===== src/sv/sts_pkg.sv =====
package sts_pkg;

    localparam int DEPTH_DEF = 64;
    localparam int VAL_W     = 31;
    localparam int KEY_W     = 32;
    localparam int ACT_W     = 2;
    localparam int STAT_W    = 3;
    localparam int COUNT_W   = 7;
    localparam int IN_DATA_W  = 32;
    localparam int OUT_DATA_W = 72;

    typedef enum logic [ACT_W-1:0] {
        ACT_APPEND = 2'd0,
        ACT_SEARCH = 2'd1,
        ACT_DELETE = 2'd2
    } t_action;

    typedef enum logic [STAT_W-1:0] {
        ST_OK     = 3'd0,
        ST_FULL   = 3'd1,
        ST_ABSENT = 3'd2,
        ST_NEG    = 3'd3,
        ST_ORDER  = 3'd4
    } t_status;

    typedef struct packed {
        logic wr;
        logic shift;
    } t_cell_ctl;

    typedef struct packed {
        logic lt;
        logic eq;
    } t_cell_flags;

endpackage


===== src/sv/sts_cell.sv =====
module sts_cell
    import sts_pkg::*;
(
    input  logic                    i_clk,
    input  t_cell_ctl               i_ctl,
    input  logic                    i_active,
    input  logic signed [KEY_W-1:0] i_key,
    input  logic [VAL_W-1:0]        i_next,
    output t_cell_flags             o_flags,
    output logic [VAL_W-1:0]        o_val
);

    logic [VAL_W-1:0]        r_val;
    logic signed [KEY_W-1:0] w_ext;

    assign w_ext      = $signed({1'b0, r_val});
    assign o_flags.lt = i_active && (w_ext < i_key);
    assign o_flags.eq = i_active && (w_ext == i_key);
    assign o_val      = r_val;

    always_ff @(posedge i_clk) begin
        if (i_ctl.wr) begin
            r_val <= i_key[VAL_W-1:0];
        end else if (i_ctl.shift) begin
            r_val <= i_next;
        end
    end

endmodule


===== config.mk =====
export PLATFORM = sky130hd
export DESIGN_NAME = sts_cell
export DESIGN_NICKNAME = d
export VERILOG_FILES = /design/src/sv/sts_pkg.sv /design/src/sv/sts_cell.sv
export SDC_FILE = /design/constraint.sdc
export NUM_CORES = 1
export LEC_CHECK = 0
export ABC_AREA = 1
export BUFFER_PORTS_ARGS = -buffer_cell sky130_fd_sc_hd__buf_2
export CAP_MARGIN = 40
export CORE_AREA = 2 2 83 93
export CTS_CLUSTER_SIZE = 8
export DETAILED_ROUTE_END_ITERATION = 16
export DIE_AREA = 0 0 85 95
export PLACE_DENSITY = 0.6
export SYNTH_ARGS = -nofsm -noshare
export SYNTH_HDL_FRONTEND = slang
export SYNTH_SLANG_ARGS = --single-unit

===== constraint.sdc =====
create_clock -name i_clk -period 1.55 [get_ports i_clk]
set_input_delay 0.0775 -clock i_clk [delete_from_list [all_inputs] [get_ports i_clk]]
set_output_delay 0.0775 -clock i_clk [all_outputs]
set_load 0.02 [all_outputs]

==> After elaboration in Yosys (flattened, before gate mapping) <==
Index checks and enable logic that the tools add are counted.
{ "totals": {"register_bits": 31, "in_bits": 67} }
{ "classes": {"order_cmp": 1, "n_eq_ne": 1, "mux": 2, "reduce_logical": 3} }
{ "ops": {"columns": ["operator", "n"], "rows": [
  ["31-bit 2-to-1 mux", 2],
  ["32-bit == test", 1],
  ["32-bit less-than comparator", 1],
  ["1-bit logical AND", 2],
  ["2-bit nonzero test", 1]
]} }

==> Depth between registers and ports, before layout <==
Gate-level depths: netlist (run 1).
{ "depth": {"depth_word": 2, "depth_mapped": 14} }

==> Worst setup path before layout (run 1) <==
Ideal clock, no wire load.
{ "synth_timing": {"kind": "reg-to-output", "from": "reg r_val[21] (netlist: o_val[21])", "to": "out o_flags[1] (netlist bit)", "t_arrival_ns": 1.492, "slack_ns": -0.020, "path_stages_with_launch": 9, "path_buffers": 0, "path_cell_list": "edfxtp_1 > ha_1 > a21oi_2 > nor2_1 > nor2_2 > nand3_2 > a21oi_2 > nand2_1 > nor2_2"} }
{ "synth_rtl": {"columns": ["element", "line_no", "rtl"], "rows": [
  ["from (decl)", "sts_cell.sv:13", "logic [VAL_W-1:0] r_val;"],
  ["from (signal assigned)", "sts_cell.sv:23", "r_val <= i_key[VAL_W-1:0];"],
  ["from (signal assigned)", "sts_cell.sv:25", "r_val <= i_next;"],
  ["to (decl)", "sts_cell.sv:9", "output t_cell_flags o_flags,"]
]} }

==> flow_summary.json, run 1 <==
{
  "status": "complete, but fails checks",
  "failed_checks": "setup timing",
  "cts_tree": "yes",
  "stdcell_count": 445,
  "largest_register_ffs": 31,
  "crit_fanout": 2,
  "n_antenna_cell": 0,
  "synth-seq-area-share_pct": 43.6,
  "vias": 1988,
  "dp.cells": 434,
  "hold_viol_final": 0,
  "crit_top_cell": "nand2_1",
  "portBuffers": 99,
  "fillers": 748,
  "drt-vias-per-instance": 4.47,
  "fmax_mhz": 537,
  "hp-class": "input port to flip-flop",
  "grt_antenna_before_repair": 0,
  "drt-initial-drc-count": 63,
  "gp_congestion": 0.727,
  "multi_input_area_sq_um": 1150,
  "gr-total-overflow": 0,
  "io_pins": 100,
  "initial_core_util_pct": 29.5,
  "rows": 33,
  "die_w_um": 85,
  "grt_pass1_wl_um": 7900,
  "grtUsageTotal_pct": 12.3,
  "synth-seq-cells": 31,
  "end_kind": "primary output",
  "ant_nets": 0,
  "cts-root-buf": "clkbuf_8",
  "syn_to_final_growth_pct": 41.7,
  "p_leak_nw": 1.54,
  "crit_required_ns": 1.47,
  "dpl_cell_area_sq_um": 2780,
  "vdd_drop_max_v": 0.000359,
  "grt_max_degree": 38,
  "synth.top_cell.area_share_pct": 43.6,
  "fin_ws_ns": -0.312,
  "core_sq_um": 7230,
  "avgRoutedWirePerCell_um": 11.4,
  "worstPathCellList": "ha_1 > nand2_1 > inv_2 > nand2_1 > nand2_1 > nand2_1 > nand3_2 > a21oi_2 > nand2_2 > nor2_4 > buf_6",
  "tightest_slew_ns": 0.804,
  "cts.sinks": 31,
  "synth.largest_area_cell": "edfxtp_1",
  "syn_area_per_cell_sq_um": 8.71,
  "cpPeakStageDelay_ns": 0.41,
  "first_pass_iters": 4,
  "period_minus_slack_ns": 1.86,
  "yosysWarnings": 0,
  "utilization_pct": 41.8,
  "htreeDepth": 2,
  "maxCapViolCount": 0,
  "slew_viol_final": 0,
  "ff_latch_area_sq_um": 931,
  "cts_hold_buf": 0,
  "clockBufferDepth": 2,
  "worst_path_max_delay_cell": "edfxtp_1",
  "slew_headroom_pct": 46.4,
  "grt_pass1_vias": 1847,
  "dpl_worst_slack_ns": -0.0915,
  "syn_inst": 245,
  "dp_hpwl_um": 3990,
  "setup_viol": 2,
  "start_kind": "flip-flop",
  "drc_errors": 0,
  "synthTopCellsByArea": "edfxtp_1 (44%), ha_1 (18%), nand2_1 (12%), o21ai_0 (7.3%), inv_1 (6.7%)",
  "synth_cell_types": 20,
  "startpoint": "o_val[18]",
  "fin_area_sq_um": 3020,
  "layout-drive-gt1-share_pct": 41.3,
  "power_density_nw_per_um2": 827,
  "numCtsBuffers": 5,
  "crit_type": "flip-flop to primary output",
  "min-delay-start": "i_next[2]",
  "wl_um": 5070,
  "syn-cell-area_sq_um": 2130,
  "period_share_pct": 120,
  "clk_pin_slew_ns": 0.07,
  "syn_nets": 343,
  "die_y_um": 95,
  "arrival_ns": 1.78,
  "nets": 455,
  "rsz0062_at_grt": "yes",
  "die-area_sq_um": 8080,
  "total_power_mw": 2.50
}
area by class of cell:
cell class | instances | area share [%]
inverters | 41 | 5.09
clock inverters | 2 | 0.248
repair buffers | 111 | 19.7
clock buffers | 6 | 2.40
flip-flops and latches | 31 | 30.8
well taps | 87 | 3.60
multi-input cells | 167 | 38.2
where the power goes:
group          switching, mW  leakage (nW)  internal [mW]
combinational          0.436          1.18          0.348
sequential            0.0584         0.319           1.03
clock                  0.317        0.0403          0.306
total                  0.811          1.54           1.69
cells in the final DEF (no fill, tap or decap), drive strengths merged:
cell type,n
clkinv,2
edfxtp,31
clkbuf,6
nand2,67
nor2,13
a21o,1
a21oi,13
nor3,2
nand3,5
nand4,2
inv,41
ha,31
buf,111
or2,1
o21ai,32
what timing repair did:
action	in CTS	in global routing
pin swaps	4	3
resized for setup	5	13
endpoints found under the hold margin	0	0
setup buffers	2	1
setup endpoints to repair	2	2
worst max-delay path: cells and delay by family, from the launching register on:
| kind | cells | cell delay (ns) |
|---|---|---|
| simple gates | 7 | 0.52 |
| flops | 1 | 0.41 |
| fa+ha+maj | 1 | 0.29 |
| buf+inv | 2 | 0.16 |
| compound gates | 1 | 0.15 |
cells by family after synthesis:
logic type               synth area share (%)
AO/OA/AOI/OAI                            11.6
adder cells (fa/ha/maj)                  18.2
AND/OR/NAND/NOR                          18.1
flip-flops                               43.6
buffers and inverters                    8.45
per-layer routing:
metal | up-vias | wire length [um] | share of wire [%] | GRT usage (%)
met1 | 900 | 2120 | 42 | 14.7
met4 | 0 | 30 | 0.59 | 3.97
met5 | - | 0 | 0 | 0
met2 | 53 | 2650 | 52 | 21.8
li1 | 1033 | - | - | -
met3 | 2 | 268 | 5.3 | 2.71
per-stage QoR:
stage / hold WS, ns / setup TNS (ns)
after floorplan: 0.256 / 0
after global placement: 0.352 / -0.131
after detailed placement: 0.360 / -0.143
after CTS: 0.0569 / -0.732
after global routing: 0.0674 / -0.819
final: 0.0668 / -0.576
Yosys cell counts, drive strengths merged:
cell and n:
a21o 1, a21oi 13, buf 3, clkbuf 3, edfxtp 31, ha 31, inv 41, nand2 67
nand3 5, nand4 2, nor2 13, nor3 2, o21ai 32, or2 1
worst paths after layout:
kind	end	depth (start not counted)
worst max-delay path	o_flags[1]	11
worst min-delay path	o_val[2]	3
Power figures use the tool's default switching activity.
==> run 2: changes to the inputs <==
--- a/config.mk
+++ b/config.mk
@@ -5,7 +5,6 @@
 export SDC_FILE = /design/constraint.sdc
 export NUM_CORES = 1
 export LEC_CHECK = 0
-export ABC_AREA = 1
 export BUFFER_PORTS_ARGS = -buffer_cell sky130_fd_sc_hd__buf_2
 export CAP_MARGIN = 40
 export CORE_AREA = 2 2 83 93
==> run 2 against run 1 <==
  * Synthesized cell count shrank 27%
  * Core utilization up 1.2 points
  * Critical path depth decreased by 4
  * The flow still finishes with violations (setup timing)
  * Highest routed layer unchanged
  * First-iteration DRC count shrank 63%
  * Worst hold slack gained 0.011 ns
==> flow_summary.json, run 2 <==
{
  "fillers": 719,
  "fmax_mhz": 466,
  "arrival_ns": 2.07,
  "core_sq_um": 7230,
  "grt_max_degree": 32,
  "gp_congestion": 0.740,
  "start_kind": "flip-flop",
  "final_common_cell": "buf_2",
  "multi_input_area_sq_um": 1210,
  "first_pass_iters": 4,
  "drt-initial-drc-count": 23,
  "fin_ws_ns": -0.594,
  "cts-root-buf": "clkbuf_8",
  "p_sw_share_pct": 31.3,
  "syn-cell-area_sq_um": 2150,
  "clkPwrFrac_pct": 24.4,
  "largest_register_ffs": 31,
  "rsz0062_at_grt": "yes",
  "vdd_drop_max_v": 0.000361,
  "slew_viol_final": 0,
  "total_power_mw": 2.55,
  "stdcell_count": 389,
  "seqPwrFrac_pct": 42.7,
  "power.switching_mw": 0.799,
  "syn_inst": 179,
  "p_int_mw": 1.75,
  "synth_common_cells": "inv_1 (32), edfxtp_1 (31), ha_1 (31)",
  "layout-drive-gt1-share_pct": 56.6,
  "p_leak_nw": 1.52,
  "ant_nets": 0,
  "numCtsBuffers": 5,
  "end_kind": "primary output",
  "hold_viol_final": 0,
  "cts_hold_buf": 0,
  "die_y_um": 95,
  "maxCapViolCount": 0,
  "synth_edf_count": 31,
  "drc_errors": 0,
  "async_reset_ff_share_pct": 0,
  "nets": 399,
  "synth_cell_types": 31,
  "portBuffers": 99,
  "p_comb_share_pct": 32.9,
  "slew_headroom_pct": 46.1,
  "grt_pass1_wl_um": 8220,
  "failed_checks": "setup timing",
  "synth.largest_area_cell": "edfxtp_1",
  "yosysWarnings": 0,
  "syn_area_per_cell_sq_um": 12.0,
  "holdWs_ns": 0.0779,
  "htreeDepth": 2,
  "n_antenna_cell": 0,
  "initial_core_util_pct": 29.8,
  "synth-seq-cells": 31,
  "fin_area_sq_um": 3110,
  "io_pins": 100,
  "grtUsageTotal_pct": 13.2,
  "period_share_pct": 138,
  "cts.sinks": 31,
  "synth_most_common_cell": "inv_1",
  "syn_nets": 277,
  "hp-class": "input port to flip-flop",
  "power_density_nw_per_um2": 821,
  "drt-vias-per-instance": 4.48,
  "grt_pass1_vias": 1809,
  "tightest_slew_ns": 0.808,
  "synthTopCellsByArea": "edfxtp_1 (43%), ha_1 (18%), mux2_2 (15%), inv_1 (5.6%), a21oi_1 (2.6%)",
  "avgRoutedWirePerCell_um": 13.3,
  "crit_type": "flip-flop to primary output",
  "synth-main-ff-cell": "edfxtp_1",
  "dp.cells": 381,
  "period_minus_slack_ns": 2.14,
  "die-area_sq_um": 8080,
  "setup_viol": 2,
  "dp_hpwl_um": 4090,
  "final_cell_mix": "buf_2 (97), inv_1 (32), edfxtp_1 (31)",
  "synth.top_cell.area_share_pct": 43.2,
  "clockBufferDepth": 2,
  "crit_fanout": 3,
  "cts_tree": "yes",
  "ff_latch_area_sq_um": 931,
  "die_w_um": 85,
  "rows": 33,
  "syn_to_final_growth_pct": 44.3,
  "status": "complete, but fails checks",
  "dpl_cell_area_sq_um": 2910,
  "gr-total-overflow": 0,
  "vias": 1743,
  "synth-seq-area-share_pct": 43.2,
  "crit_required_ns": 1.47,
  "wl_um": 5160,
  "clk_pin_slew_ns": 0.07,
  "grt_antenna_before_repair": 0
}
-- run 2: cell families (layout without fill, tap and decap cells) --
logic type      after synthesis  after routing  synth area share, %
compound gates               23             23                 6.57
simple gates                 27             27                 9.53
buf+inv                      36            159                 6.45
flops                        31             31                 43.2
mux                          31             31                 16.2
fa+ha+maj                    31             31                 18.0
-- run 2: critical path: stages (launching register included) --
cell      delay, ns
edfxtp_1       0.44
ha_4           0.31
nand4_4        0.10
nor4_4         0.32
nand4_2        0.18
a21oi_2        0.22
nor3_4         0.06
buf_6          0.13
-- run 2: power by group through the flow --
| stage | Clock, mW | Combinational (mW) | Sequential (mW) |
|---|---|---|---|
| 2_1_floorplan | 0 | 0.338 | 1.21 |
| 3_3_place_gp | 0 | 0.786 | 1.10 |
| 3_5_place_dp | 0 | 0.793 | 1.10 |
| 4_1_cts | 0.656 | 0.844 | 1.09 |
| 5_1_grt | 0.680 | 0.940 | 1.10 |
| 6_report | 0.622 | 0.839 | 1.09 |
-- run 2: timing repair --
item,4_1_cts,5_1_grt
setup buffers,0,0
endpoints found under the setup margin,2,2
endpoints found under the hold margin,0,0
pin swaps,4,0
gates resized for setup,12,3
-- run 2: per-stage QoR --
stage,utilization [%],TNS [ns],setup WS [ns]
CTS,42.7,-1.16,-0.616
detailed placement,40.2,-0.699,-0.393
finish,43.0,-1.11,-0.594
global route,43.0,-1.32,-0.689
floorplan,-,-0.631,-0.323
global placement,40.2,-0.678,-0.395
-- run 2: worst paths after layout --
kind | start | endpoint | slack [ns] | cells past startpoint
worst max-delay path | o_val[25] | o_flags[1] | -0.59 | 7
worst min-delay path | i_next[27] | o_val[27] | 0.08 | 2
-- run 2: cell type report --
cell class,count,share of cell area [%]
clock buffers,6,2.33
clock inverters,2,0.242
inverters,32,3.86
multi-input cells,112,39.0
flip-flops and latches,31,30.0
well taps,87,3.50
repair buffers,119,21.1
-- run 2: routing by layer --
metal | up-vias | global-route usage, % | routed length [um]
li1 | 895 | - | -
met1 | 787 | 15.1 | 2110
met2 | 53 | 23.6 | 2660
met3 | 8 | 3.58 | 295
met4 | 0 | 4.89 | 100
met5 | - | 0 | 0
==> run 3: changes to the inputs <==
--- a/config.mk
+++ b/config.mk
@@ -5,13 +5,14 @@
 export SDC_FILE = /design/constraint.sdc
 export NUM_CORES = 1
 export LEC_CHECK = 0
-export BUFFER_PORTS_ARGS = -buffer_cell sky130_fd_sc_hd__buf_2
+export BUFFER_PORTS_ARGS = -buffer_cell sky130_fd_sc_hd__buf_4
 export CAP_MARGIN = 40
 export CORE_AREA = 2 2 83 93
 export CTS_CLUSTER_SIZE = 8
 export DETAILED_ROUTE_END_ITERATION = 16
 export DIE_AREA = 0 0 85 95
 export PLACE_DENSITY = 0.6
+export SKIP_LAST_GASP = 1
 export SYNTH_ARGS = -nofsm -noshare
 export SYNTH_HDL_FRONTEND = slang
 export SYNTH_SLANG_ARGS = --single-unit
==> run 3 against run 2 <==
  * The run still ends with setup timing left
  * Critical path type unchanged
  * Count of clock-buffer cells in the layout stayed put
  * Critical path depth is 1 higher
  * First-iteration DRC count grew to 3.8 times the previous value
  * Wire length is 3.4% higher
  * Highest routed layer unchanged
==> flow_summary.json, run 3 (same netlist as run 2, synthesis figures left out) <==
{
  "fin_ws_ns": -0.594,
  "worstHoldEndpoint": "o_val[27]",
  "grt_antenna_before_repair": 0,
  "maxCapViolCount": 0,
  "vias": 1846,
  "cts_hold_buf": 0,
  "holdWs_ns": 0.0860,
  "clk_pin_slew_ns": 0.07,
  "ant_nets": 0,
  "cts.sinks": 31,
  "tightest_slew_ns": 0.777,
  "largest_register_ffs": 31,
  "die_y_um": 95,
  "clockBufferDepth": 2,
  "total_power_mw": 2.73,
  "finalSetupTns_ns": -1.09,
  "numCtsBuffers": 5,
  "p_leak_nw": 1.69,
  "grt_pass1_vias": 1839,
  "die-area_sq_um": 8080,
  "syn_to_final_growth_pct": 63.2,
  "gr-total-overflow": 0,
  "arrival_ns": 2.07,
  "portBuffers": 99,
  "grt_pass1_wl_um": 8500,
  "hold_depth": 2,
  "grtUsageTotal_pct": 13.6,
  "crit_type": "flip-flop to primary output",
  "drt-vias-per-instance": 4.55,
  "min-delay-start": "i_next[27]",
  "status": "complete, but fails checks",
  "initial_core_util_pct": 29.8,
  "cts_tree": "yes",
  "hold_viol_final": 0,
  "failed_checks": "setup timing",
  "final_common_cell": "buf_4",
  "hp-class": "input port to flip-flop",
  "drt-initial-drc-count": 88,
  "io_pins": 100,
  "nets": 416,
  "core_sq_um": 7230,
  "end_kind": "primary output",
  "slew_viol_final": 0,
  "rsz0062_at_grt": "yes",
  "dp_hpwl_um": 4140,
  "avgRoutedWirePerCell_um": 13.1,
  "cts-root-buf": "clkbuf_8",
  "final_cell_mix": "buf_4 (134), inv_1 (32), edfxtp_1 (31)",
  "dp.cells": 391,
  "die_w_um": 85,
  "setup_viol": 2,
  "period_share_pct": 138,
  "slew_headroom_pct": 48.2,
  "vdd_drop_max_v": 0.000350,
  "htreeDepth": 2,
  "rows": 33,
  "utilization_pct": 48.6,
  "start_kind": "flip-flop",
  "crit_fanout": 2,
  "wl_um": 5340,
  "n_antenna_cell": 0,
  "gp_congestion": 0.695,
  "first_pass_iters": 4,
  "layout-drive-gt1-share_pct": 59.9,
  "drc_errors": 0,
  "fmax_mhz": 467,
  "period_minus_slack_ns": 2.14,
  "power_density_nw_per_um2": 777,
  "fillers": 666,
  "grt_max_degree": 32,
  "stdcell_count": 406,
  "crit_required_ns": 1.47
}
run 3: repair_timing:
action                     CTS  global route
setup endpoints to repair    2             2
pin swaps                    5             0
setup buffers                4             3
gates cloned                 0             0
gates resized for setup     16             0
run 3: worst max path at each step:
| stage | from | endpoint | slack (ns) | cells after the start |
|---|---|---|---|---|
| CTS | o_val[9] | o_flags[1] | -0.58 | 8 |
| finish | o_val[9] | o_flags[1] | -0.59 | 8 |
| floorplan | o_val[18] | o_flags[1] | -0.32 | 6 |
| global route | o_val[9] | o_flags[1] | -0.72 | 8 |
| detailed placement | o_val[14] | o_flags[1] | -0.41 | 8 |
| global placement | o_val[14] | o_flags[1] | -0.38 | 8 |
run 3: per-layer routing:
metal / vias to the layer above / routed length [um] / track usage, %
met4: 0 / 82 / 4.76
li1: 932 / - / -
met2: 56 / 2700 / 23.3
met5: - / 0 / 0
met1: 852 / 2200 / 16.3
met3: 6 / 355 / 3.76
run 3: cell type report:
class | instances | area, sq um | area share, %
clock inverter | 2 | 7.51 | 0.214
timing repair buffer | 136 | 1040 | 29.5
clock buffer | 6 | 72.6 | 2.07
multi-input combinational | 112 | 1240 | 35.2
tap | 87 | 109 | 3.10
inverter | 32 | 120 | 3.42
sequential | 31 | 931 | 26.5
run 3: worst max-delay path: stages, from the launching register on:
cell and delay [ns]:
edfxtp_1 0.40, ha_1 0.31, a21oi_1 0.16, o21ai_1 0.10, a221oi_2 0.26, buf_4 0.15, o22ai_2 0.08, nor3_4 0.19
buf_6 0.14
run 3: metrics by stage:
stage,worst slack (ns),cell area (sq um)
final,-0.594,3510
after global routing,-0.720,3510
after CTS,-0.584,3490
after detailed placement,-0.407,3240
after global placement,-0.383,3240
after floorplan,-0.323,2170
run 3: power breakdown:
part           switching (mW)  leakage, nW  internal [mW]
Sequential             0.0607        0.316           1.03
Combinational           0.451         1.34          0.573
Clock                   0.304       0.0403          0.306
Total                   0.815         1.69           1.91
